[config.mk]
export PLATFORM = sky130hd
export DESIGN_NAME = searchable_code_stack
export DESIGN_NICKNAME = d
export VERILOG_FILES = /design/src/scs_pkg.sv /design/src/scs_ram.sv /design/src/scs_cmp.sv /design/src/searchable_code_stack.sv
export SDC_FILE = /design/constraint.sdc
export NUM_CORES = 1
export LEC_CHECK = 0
export BUFFER_PORTS_ARGS = -buffer_cell sky130_fd_sc_hd__buf_2
export CORE_MARGIN = 1.5
export CORE_UTILIZATION = 65
export CTS_CLUSTER_SIZE = 30
export DETAILED_ROUTE_END_ITERATION = 10
export GPL_TIMING_DRIVEN = 0
export PLACE_DENSITY = 0.82
export RECOVER_POWER = 50
export SLEW_MARGIN = 20
export SYNTH_ARGS = -nofsm -noshare
export SYNTH_HDL_FRONTEND = slang
export SYNTH_SLANG_ARGS = --single-unit
[constraint.sdc]
create_clock -name clock -period 8.14 [get_ports clock]
set_clock_uncertainty 0.05 [all_clocks]
set_input_delay 1.221 -clock clock [delete_from_list [all_inputs] [get_ports clock]]
set_output_delay 1.221 -clock clock [all_outputs]
set_load 0.01 [all_outputs]
[src/scs_pkg.sv]
package scs_pkg;

   localparam int CODE_W  = 16;
   localparam int COUNT_W = 7;

   typedef enum logic [1:0] {
      OP_PUSH   = 2'd0,
      OP_POP    = 2'd1,
      OP_CLEAR  = 2'd2,
      OP_SEARCH = 2'd3
   } op_type;

   typedef enum logic [2:0] {
      ST_IDLE,
      ST_POP_WAIT,
      ST_SCAN,
      ST_SCAN_LAST,
      ST_DONE
   } state_type;

   typedef struct packed {
      logic start;
      logic sample;
   } scan_ctl_type;

endpackage

[src/scs_ram.sv]
module scs_ram #(
   parameter int WIDTH = 16,
   parameter int DEPTH = 64
) (
   input  logic                     clock,
   input  logic                     wr_en,
   input  logic [$clog2(DEPTH)-1:0] wr_addr,
   input  logic [WIDTH-1:0]         wr_data,
   input  logic                     rd_en,
   input  logic [$clog2(DEPTH)-1:0] rd_addr,
   output logic [WIDTH-1:0]         rd_data
);

   logic [WIDTH-1:0] mem_ff [DEPTH];
   logic [WIDTH-1:0] rd_data_ff;

   always_ff @(posedge clock) begin
      if (wr_en) begin
         mem_ff[wr_addr] <= wr_data;
      end
      if (rd_en) begin
         rd_data_ff <= mem_ff[rd_addr];
      end
   end

   assign rd_data = rd_data_ff;

endmodule

[src/scs_cmp.sv]
module scs_cmp (
   input  logic                       clock,
   input  logic                       reset,
   input  scs_pkg::scan_ctl_type      ctl,
   input  logic [scs_pkg::CODE_W-1:0] key,
   input  logic [scs_pkg::CODE_W-1:0] data,
   output logic                       hit
);

   logic [scs_pkg::CODE_W-1:0] key_ff;
   logic [scs_pkg::CODE_W-1:0] key_in;
   logic                       hit_ff;
   logic                       hit_in;

   always_comb begin
      key_in = key_ff;
      hit_in = hit_ff;
      if (ctl.start) begin
         key_in = key;
         hit_in = 1'b0;
      end else if (ctl.sample && (data == key_ff)) begin
         hit_in = 1'b1;
      end
   end

   always_ff @(posedge clock) begin
      key_ff <= key_in;
      if (reset) begin
         hit_ff <= 1'b0;
      end else begin
         hit_ff <= hit_in;
      end
   end

   assign hit = hit_ff;

endmodule

[src/searchable_code_stack.sv]
// channel  handshake           payload
// req      req_valid/req_stall  req_operation, req_char_code
// rsp      rsp_valid/rsp_stall  rsp_popped_code, rsp_pop_valid, rsp_found,
//                               rsp_push_rejected, rsp_entry_count
//
// push, clear and ops on an empty stack answer from idle; pop reads the ram first,
// search walks the n held codes: one compare per cycle against the registered ram read
// one transaction at a time; req_stall is high while an operation runs or the
// result register is full and stalled
// synchronous active-high reset empties the stack; ram contents are not cleared
module searchable_code_stack #(
   parameter int STACK_DEPTH = 64
) (
   input  logic                        clock,
   input  logic                        reset,
   input  logic                        req_valid,
   output logic                        req_stall,
   input  logic [1:0]                  req_operation,
   input  logic [scs_pkg::CODE_W-1:0]  req_char_code,
   output logic                        rsp_valid,
   input  logic                        rsp_stall,
   output logic [scs_pkg::CODE_W-1:0]  rsp_popped_code,
   output logic                        rsp_pop_valid,
   output logic                        rsp_found,
   output logic                        rsp_push_rejected,
   output logic [scs_pkg::COUNT_W-1:0] rsp_entry_count
);

   localparam int ADDR_W = $clog2(STACK_DEPTH);
   localparam int CNT_W  = $clog2(STACK_DEPTH + 1);

   scs_pkg::state_type state_ff, state_in;
   logic [CNT_W-1:0]  count_ff, count_in;
   logic [CNT_W-1:0]  scan_ff, scan_in;
   logic              cmp_vld_ff, cmp_vld_in;
   logic [CNT_W-1:0]  cnt_dec;
   logic [CNT_W-1:0]  scan_inc;

   logic                       rsp_valid_ff, rsp_valid_in;
   logic [scs_pkg::CODE_W-1:0] popped_ff, popped_in;
   logic                       pop_valid_ff, pop_valid_in;
   logic                       found_ff, found_in;
   logic                       rejected_ff, rejected_in;
   logic [scs_pkg::COUNT_W-1:0] entry_ff, entry_in;

   logic                       accept;
   logic                       out_free;
   logic                       load;
   logic                       wr_en;
   logic                       rd_en;
   logic [ADDR_W-1:0]          rd_addr;
   logic [scs_pkg::CODE_W-1:0] rd_data;
   logic                       hit;
   scs_pkg::scan_ctl_type      scan_ctl;

   assign out_free  = !rsp_valid_ff || !rsp_stall;
   assign req_stall = (state_ff != scs_pkg::ST_IDLE) || !out_free;
   assign accept    = req_valid && !req_stall;
   assign cnt_dec   = count_ff - CNT_W'(1);
   assign scan_inc  = scan_ff + CNT_W'(1);

   always_comb begin
      state_in     = state_ff;
      count_in     = count_ff;
      scan_in      = scan_ff;
      cmp_vld_in   = 1'b0;
      load         = 1'b0;
      wr_en        = 1'b0;
      rd_en        = 1'b0;
      rd_addr      = scan_ff[ADDR_W-1:0];
      scan_ctl     = '0;
      popped_in    = '0;
      pop_valid_in = 1'b0;
      found_in     = 1'b0;
      rejected_in  = 1'b0;
      entry_in     = scs_pkg::COUNT_W'(count_ff);
      case (state_ff)
         scs_pkg::ST_IDLE: begin
            if (accept) begin
               case (scs_pkg::op_type'(req_operation))
                  scs_pkg::OP_PUSH: begin
                     load = 1'b1;
                     if (count_ff < CNT_W'(STACK_DEPTH)) begin
                        wr_en    = 1'b1;
                        count_in = count_ff + CNT_W'(1);
                        entry_in = scs_pkg::COUNT_W'(count_in);
                     end else begin
                        rejected_in = 1'b1;
                     end
                  end
                  scs_pkg::OP_POP: begin
                     if (count_ff != '0) begin
                        rd_en    = 1'b1;
                        rd_addr  = cnt_dec[ADDR_W-1:0];
                        count_in = cnt_dec;
                        state_in = scs_pkg::ST_POP_WAIT;
                     end else begin
                        load = 1'b1;
                     end
                  end
                  scs_pkg::OP_CLEAR: begin
                     load     = 1'b1;
                     count_in = '0;
                     entry_in = '0;
                  end
                  scs_pkg::OP_SEARCH: begin
                     if (count_ff != '0) begin
                        scan_ctl.start = 1'b1;
                        scan_in        = '0;
                        state_in       = scs_pkg::ST_SCAN;
                     end else begin
                        load = 1'b1;
                     end
                  end
                  default: begin
                     load = 1'b1;
                  end
               endcase
            end
         end
         scs_pkg::ST_POP_WAIT: begin
            popped_in    = rd_data;
            pop_valid_in = 1'b1;
            if (out_free) begin
               load     = 1'b1;
               state_in = scs_pkg::ST_IDLE;
            end
         end
         scs_pkg::ST_SCAN: begin
            rd_en           = 1'b1;
            cmp_vld_in      = 1'b1;
            scan_ctl.sample = cmp_vld_ff;
            scan_in         = scan_inc;
            if (scan_inc == count_ff) begin
               state_in = scs_pkg::ST_SCAN_LAST;
            end
         end
         scs_pkg::ST_SCAN_LAST: begin
            scan_ctl.sample = cmp_vld_ff;
            state_in        = scs_pkg::ST_DONE;
         end
         scs_pkg::ST_DONE: begin
            found_in = hit;
            if (out_free) begin
               load     = 1'b1;
               state_in = scs_pkg::ST_IDLE;
            end
         end
         default: begin
            state_in = scs_pkg::ST_IDLE;
         end
      endcase
      rsp_valid_in = load || (rsp_valid_ff && rsp_stall);
   end

   always_ff @(posedge clock) begin
      if (reset) begin
         state_ff     <= scs_pkg::ST_IDLE;
         count_ff     <= '0;
         cmp_vld_ff   <= 1'b0;
         rsp_valid_ff <= 1'b0;
      end else begin
         state_ff     <= state_in;
         count_ff     <= count_in;
         cmp_vld_ff   <= cmp_vld_in;
         rsp_valid_ff <= rsp_valid_in;
      end
      scan_ff <= scan_in;
      if (load) begin
         popped_ff    <= popped_in;
         pop_valid_ff <= pop_valid_in;
         found_ff     <= found_in;
         rejected_ff  <= rejected_in;
         entry_ff     <= entry_in;
      end
   end

   scs_ram #(
      .WIDTH (scs_pkg::CODE_W),
      .DEPTH (STACK_DEPTH)
   ) u_ram (
      .clock   (clock),
      .wr_en   (wr_en),
      .wr_addr (count_ff[ADDR_W-1:0]),
      .wr_data (req_char_code),
      .rd_en   (rd_en),
      .rd_addr (rd_addr),
      .rd_data (rd_data)
   );

   scs_cmp u_cmp (
      .clock (clock),
      .reset (reset),
      .ctl   (scan_ctl),
      .key   (req_char_code),
      .data  (rd_data),
      .hit   (hit)
   );

   assign rsp_valid         = rsp_valid_ff;
   assign rsp_popped_code   = popped_ff;
   assign rsp_pop_valid     = pop_valid_ff;
   assign rsp_found         = found_ff;
   assign rsp_push_rejected = rejected_ff;
   assign rsp_entry_count   = entry_ff;

   a_count_bound: assert property (@(posedge clock) disable iff (reset)
      count_ff <= CNT_W'(STACK_DEPTH))
      else $error("fill count beyond depth");

   a_push_grows: assert property (@(posedge clock) disable iff (reset)
      (accept && (req_operation == scs_pkg::OP_PUSH) && (count_ff < CNT_W'(STACK_DEPTH)))
      |=> (count_ff == $past(count_ff) + CNT_W'(1)))
      else $error("push did not grow the stack");

   a_scan_out_empty: assert property (@(posedge clock) disable iff (reset)
      (state_ff == scs_pkg::ST_SCAN) |-> !rsp_valid_ff)
      else $error("result register busy during search");

   a_flags_exclusive: assert property (@(posedge clock) disable iff (reset)
      rsp_valid_ff |-> $onehot0({pop_valid_ff, found_ff, rejected_ff}))
      else $error("more than one result flag set");

endmodule
# Word level (Yosys, flattened, before mapping)
# Memories as Yosys holds them, arrays and structs flattened. A register that Yosys moved wholly into a read port is not among the register bits.
# Index checks and enable logic that the tools add are counted.
# W data, S select, Z words.
# totals
ff_bits	62
mem_bits_rw	1024
output_inout_bits	28
elab_cells	103
memories	1
# mem_list
memory	words	width	rd	rd_clocked_by_memory_dff	write_ports	line	rtl
u_ram.mem_ff	64	16	1	1	1	scs_ram.sv:14	logic [WIDTH-1:0] mem_ff [DEPTH];
# classes
n_addsub	3
n_lt_le_gt_ge	1
n_eq_ne	18
n_mux	43
n_reduce_logical	25
# ops
cell	count
$mux W7	7
$pmux W7 S2	2
$mux W6	4
$pmux W7 S3	1
$mux W1	19
$eq A16 B16 Y1	1
$mux W3	5
$add A7 B1 Y7 const B	2
$pmux W3 S4	1
$reduce_or A2 Y1	5
$ne A2 B2 Y1 const B	4
$reduce_and A4 Y1	2
$eq A7 B7 Y1	1
$lt A7 B7 Y1 const B	1
$reduce_bool A7 Y1	1
$sub A7 B1 Y7 const B	1
$eq A3 B2 Y1 const B	2
$ne A3 B3 Y1 const B	2
$pmux W1 S2	3
$pmux W3 S2	1
$reduce_and A6 Y1	1
$reduce_bool A3 Y1	2
$eq A2 B2 Y1 const B	2
$logic_not A1 Y1	4
other kinds (11)	16

# Depth between registers and ports, before layout
# logic_depth
word_depth	10
ltp_mapped	15
depth_no_buf	10

# By module
# From an unflattened synthesis, not the netlist that was laid out.
# unflattened
cells_unflattened	2129
hier_area_um2	43442.9
# modules_own_cells
mod	instances	cells_per_inst	area_per_inst_um2	seq_area_each_um2
scs_ram	1	1829	40202.3	31230.0
searchable_code_stack	1	258	2552.4	1231.2
scs_cmp	1	42	688.2	500.5

# Least setup slack after synthesis
# No wires, ideal clock.
# synth_path
kind	in2reg
startpoint	input rsp_stall
endpoint	memory u_ram.mem_ff[31][0] (enable)
t_arrival_ns	3.644
required_ns	7.681
setup_slack_ns	4.036
cell_stages	5
n_path_buf	0
cell_sequence	a211o_1 or2_2 nor2_1 nand3_1 nor3_1
# synth_via
elab_chain_len	10
# synth_lines
item	line	rtl
start, declared	searchable_code_stack.sv:21	input logic rsp_stall,
$logic_not A1 Y1	searchable_code_stack.sv:56	assign out_free = !rsp_valid_ff || !rsp_stall;
$logic_or A1 B1 Y1	searchable_code_stack.sv:56	
$logic_not A1 Y1	searchable_code_stack.sv:57	assign req_stall = (state_ff != scs_pkg::ST_IDLE) || !out_free;
$logic_or A1 B1 Y1	searchable_code_stack.sv:57	
named net req_stall	searchable_code_stack.sv:17	output logic req_stall,
$logic_not A1 Y1	searchable_code_stack.sv:58	assign accept = req_valid && !req_stall;
$logic_and A1 B1 Y1	searchable_code_stack.sv:58	
$mux W1	searchable_code_stack.sv:79	if (accept) begin
$mux W1	searchable_code_stack.sv:77	case (state_ff)
$mux W1	scs_ram.sv:18	if (wr_en) begin
$mux W1 (implied by the code)	scs_ram.sv:19	mem_ff[wr_addr] <= wr_data;
end, declared	scs_ram.sv:14	
# The timed path passes the listed nets, and every way through them passes these cells.

# Worst setup path after layout
# layout_path
startpoint	register count_ff[1]
endpoint	register u_ram.rd_data_ff[6] (netlist: u_ram.rd_data[6]), read port of u_ram.mem_ff (data pin)
# layout_via
elab_chain_len	5
elab_cells_between_ends	10
classes_between	add/sub (1); mux (8); reduce/logical (1)
# layout_lines
item	line	rtl
start, declared	searchable_code_stack.sv:33	logic [CNT_W-1:0] count_ff, count_in;
start signal, assigned	searchable_code_stack.sv:164	count_ff <= count_in;
$sub A7 B1 Y7 / $reduce_bool A7 Y1 (equally long branches)	searchable_code_stack.sv:59, searchable_code_stack.sv:92	
$mux W6 / $mux W1 (equally long branches)	searchable_code_stack.sv:92	if (count_ff != '0) begin
$mux W6 / $mux W1 (equally long branches)	searchable_code_stack.sv:80	case (scs_pkg::op_type'(req_operation))
$mux W6 / $mux W1 (equally long branches)	searchable_code_stack.sv:79	
$mux W6 / $pmux W1 S2 (equally long branches)	searchable_code_stack.sv:77	
end, declared	scs_ram.sv:15	logic [WIDTH-1:0] rd_data_ff;
# Parallel ways exist; a longest one is shown, timed or not.
# A chain may end at the register's enable or synchronous reset.

==> impl_metrics.py <==
metrics = {
    "status": {
        "status": "complete, but fails checks",
        "violations": "capacitance limit, slew limit",
    },
    "drt": {
        "routedWlPerCell_um": 29.3,
        "first_pass_iters": 6,
        "viasPerCell": 6.76,
        "route.detailed.drc": 0,
        "drt-total-wl_mm": 126,
        "drt_iter0_drc": 4982,
        "ant_nets": 0,
        "num_vias": 29200,
    },
    "floorplan": {
        "die_w_um": 262,
        "die-area_um2": 68700,
        "core-area_um2": 66100,
        "fp-row-count": 94,
        "die_h_um": 262,
        "pin_count": 50,
        "initial_utilization": 0.660,
    },
    "synth": {
        "yosysUniqueCellTypes": 63,
        "synth_edf_count": 1089,
        "syn_inst": 3181,
        "synth.yosys.seq_area_share": 0.756,
        "postSynthAreaPerCell_um2": 13.7,
        "syn-cell-area_um2": 43600,
        "synth-seq-cells": 1102,
        "postSynth.asyncResetShare": 0,
        "synth_flop_cell": "edfxtp_1",
        "synth_nets": 3211,
        "yosys_warnings": 0,
    },
    "timing": {
        "hold_violations": 0,
        "fin_setup_tns_ns": 0,
        "worst_slack_ns": 1.84,
        "fmax_mhz": 159,
        "min_period_ns": 6.30,
        "whs_ns": 0.516,
        "rsz0062_at_grt": "no",
        "maxSlewViolCount": 1065,
        "slew_headroom": -1.49,
        "period_share": 0.774,
        "tightest_slew_ns": 3.73,
        "setup_viol": 0,
    },
    "placement": {
        "pre_cts_slack_ns": 2.02,
        "place_hpwl_mm": 81.3,
        "globalplace.congestion": 0.998,
        "io_buffers": 49,
    },
    "clock_tree": {
        "postCtsSetupRepairBufs": 0,
        "cts_resized": 0,
        "cts.reportedPaths.clkPinSlew_ns": 0.06,
        "clockBufferDepth": 3,
        "clock-root-buffer": "clkbuf_16",
        "hold_buffers": 0,
        "clock_insertion_delay_worst_skew_ns": 0.68,
        "htree_levels": 3,
        "cts_sinks": 1102,
        "cts_buffers": 104,
        "cts_tree": "yes",
    },
    "global_routing": {
        "antenna_found_initial": 8,
        "grt-ovfl-total": 0,
        "grt_pass1_vias": 27700,
        "grt_use_total": 0.370,
        "grt_start_max_net_pins": 66,
        "grt_pass1_wl_mm": 180,
    },
    "power_and_ir_drop": {
        "power.total_mw": 13.0,
        "power.density_nw_per_um2": 267,
        "max-vdd-ir-drop_v": 0.000264,
        "p_leak_nw": 16.3,
    },
    "critical_path": {
        "critical_path_class": "register to register",
        "start_kind": "register",
        "rr_worst_depth": 13,
        "critPathMaxFanout": 10,
        "end_kind": "register",
        "cp_data_arrival_time_ns": 6.74,
        "r2r-start": "count_ff[1]",
        "r2r_setup_slack_ns": 1.84,
        "r2r_end": "u_ram.rd_data[6]",
        "critPathRequiredTime_ns": 8.58,
    },
    "worst_hold_path": {
        "min_from": "u_cmp.hit",
        "hold_depth": 2,
        "hold_path.class": "register to register",
        "min_to": "u_cmp.hit",
    },
    "finish": {
        "area_growth_pct": 11.8,
        "drive_gt1_frac": 0.0887,
        "fin_nets": 3391,
    },
    "run": {
        "max_cap_viol_count": 17,
    },
}
==> Yosys cell counts (7+ instances only) <==
cell type / instances / area, um2
edfxtp_1: 1089 / 32700
nand2_1: 764 / 2870
nand3_1: 232 / 1160
a21oi_1: 159 / 796
nor2_1: 143 / 537
mux2i_1: 132 / 1320
clkbuf_1: 120 / 450
nor4_1: 50 / 313
o22ai_1: 50 / 313
o21ai_0: 49 / 245
buf_2: 38 / 190
a31oi_1: 37 / 231
nand4_1: 37 / 231
buf_1: 34 / 128
a32oi_1: 32 / 280
xnor2_1: 26 / 228
and2_1: 19 / 119
o211ai_1: 16 / 120
a32o_1: 15 / 150
dfxtp_1: 13 / 260
nor3_1: 12 / 60.1
inv_1: 11 / 41.3
ha_1: 8 / 100
or3_1: 8 / 50.1
a22o_1: 7 / 61.3
and3_1: 7 / 43.8
xor2_1: 7 / 61.3
==> where the power goes <==
part | total (mW) | internal [mW] | switching (mW)
Combinational | 1.71 | 0.419 | 1.30
Sequential | 6.42 | 6.38 | 0.0364
Clock | 4.88 | 2.77 | 2.11
Total | 13.0 | 9.58 | 3.44
==> sequential cells by signal (all words and copies together), names as in the netlist <==
register           flops
cmp_vld_ff             1
count_ff               7
rsp_entry_count        7
rsp_found              1
rsp_pop_valid          1
rsp_popped_code       16
rsp_push_rejected      1
rsp_valid              1
scan_ff                7
state_ff               3
u_cmp.hit              1
u_cmp.key_ff          16
u_ram.mem_ff        1024
u_ram.rd_data         16
==> layout by cell type, fill, tap and decap left out, drive strengths merged, types with 10 or more instances in the layout <==
cell type  Yosys  routed
a32oi         32      32
a32o          15      15
o211ai        16      16
clkinvlp       0      10
bufinv         0      11
nor2         143     143
and2          21      21
nand3        232     232
nor4          50      50
o22ai         50      50
nand4         37      37
nor3          13      13
a21oi        160     160
inv           11      13
xnor2         26      26
clkinv         1      50
dfxtp         13      13
clkbuf       120     288
a31oi         38      38
o21ai         53      53
nand2        764     764
buf           74     102
edfxtp      1089    1089
mux2i        132     132
==> metrics by stage <==
stage	area, um2	std cells	utilization
after floorplan	43600	3181	-
after global placement	44900	4094	0.680
after detailed placement	45500	4119	0.688
after CTS	48900	4313	0.740
after global routing	48800	4314	0.738
final	48800	4316	0.738
==> layout make-up <==
type	instances	area (um2)
sequential	1102	33000
multi-input combinational	1873	9980
tap	864	1080
buffer	194	791
clock buffer	122	2760
antenna	3	7.51
timing repair buffer	74	498
fill	3983	17300
clock inverter	72	652
inverter	12	45.0
==> how the worst max path moves through the flow <==
stage / from / end
after detailed placement: req_operation[1] / u_ram.rd_data[6]
after global routing: count_ff[1] / u_ram.rd_data[8]
after global placement: req_operation[1] / u_ram.rd_data[6]
final: count_ff[1] / u_ram.rd_data[6]
after CTS: count_ff[1] / u_ram.rd_data[6]
after floorplan: rsp_stall / u_ram.mem_ff[31][0]
==> per-layer routing <==
metal / up-vias / routed length (um) / track usage
met5: - / 72 / 0
met4: 12 / 6610 / 0.168
met3: 420 / 17300 / 0.0883
met2: 2440 / 57900 / 0.575
met1: 14100 / 44500 / 0.504
li1: 12200 / - / -
==> critical path, stage by stage (launching register included) <==
cell and delay (ns):
dfxtp_1 0.36, clkbuf_1 0.29, inv_1 0.22, ha_1 0.34, nor3b_1 0.75, a211o_1 0.25
buf_6 0.14, mux2i_1 0.92, nor2_1 0.57, clkbuf_1 0.44, a32oi_1 0.39, nand3_1 0.19
o21ai_0 0.74, a32o_1 0.42
==> cells by family (layout without fill, tap and decap cells) <==
| logic type | count (synthesis) | in the layout | synth area share |
|---|---|---|---|
| multiplexers | 134 | 134 | 0.0308 |
| buffers and inverters | 206 | 474 | 0.0192 |
| AND/OR/NAND/NOR | 1292 | 1292 | 0.127 |
| AO/OA/AOI/OAI | 406 | 406 | 0.0585 |
| flip-flops | 1102 | 1102 | 0.756 |
| XOR/XNOR | 33 | 33 | 0.00663 |
| adder cells (fa/ha/maj) | 8 | 8 | 0.00230 |
| other | 0 | 3 | 0 |
(Power assumes the default switching activity.)
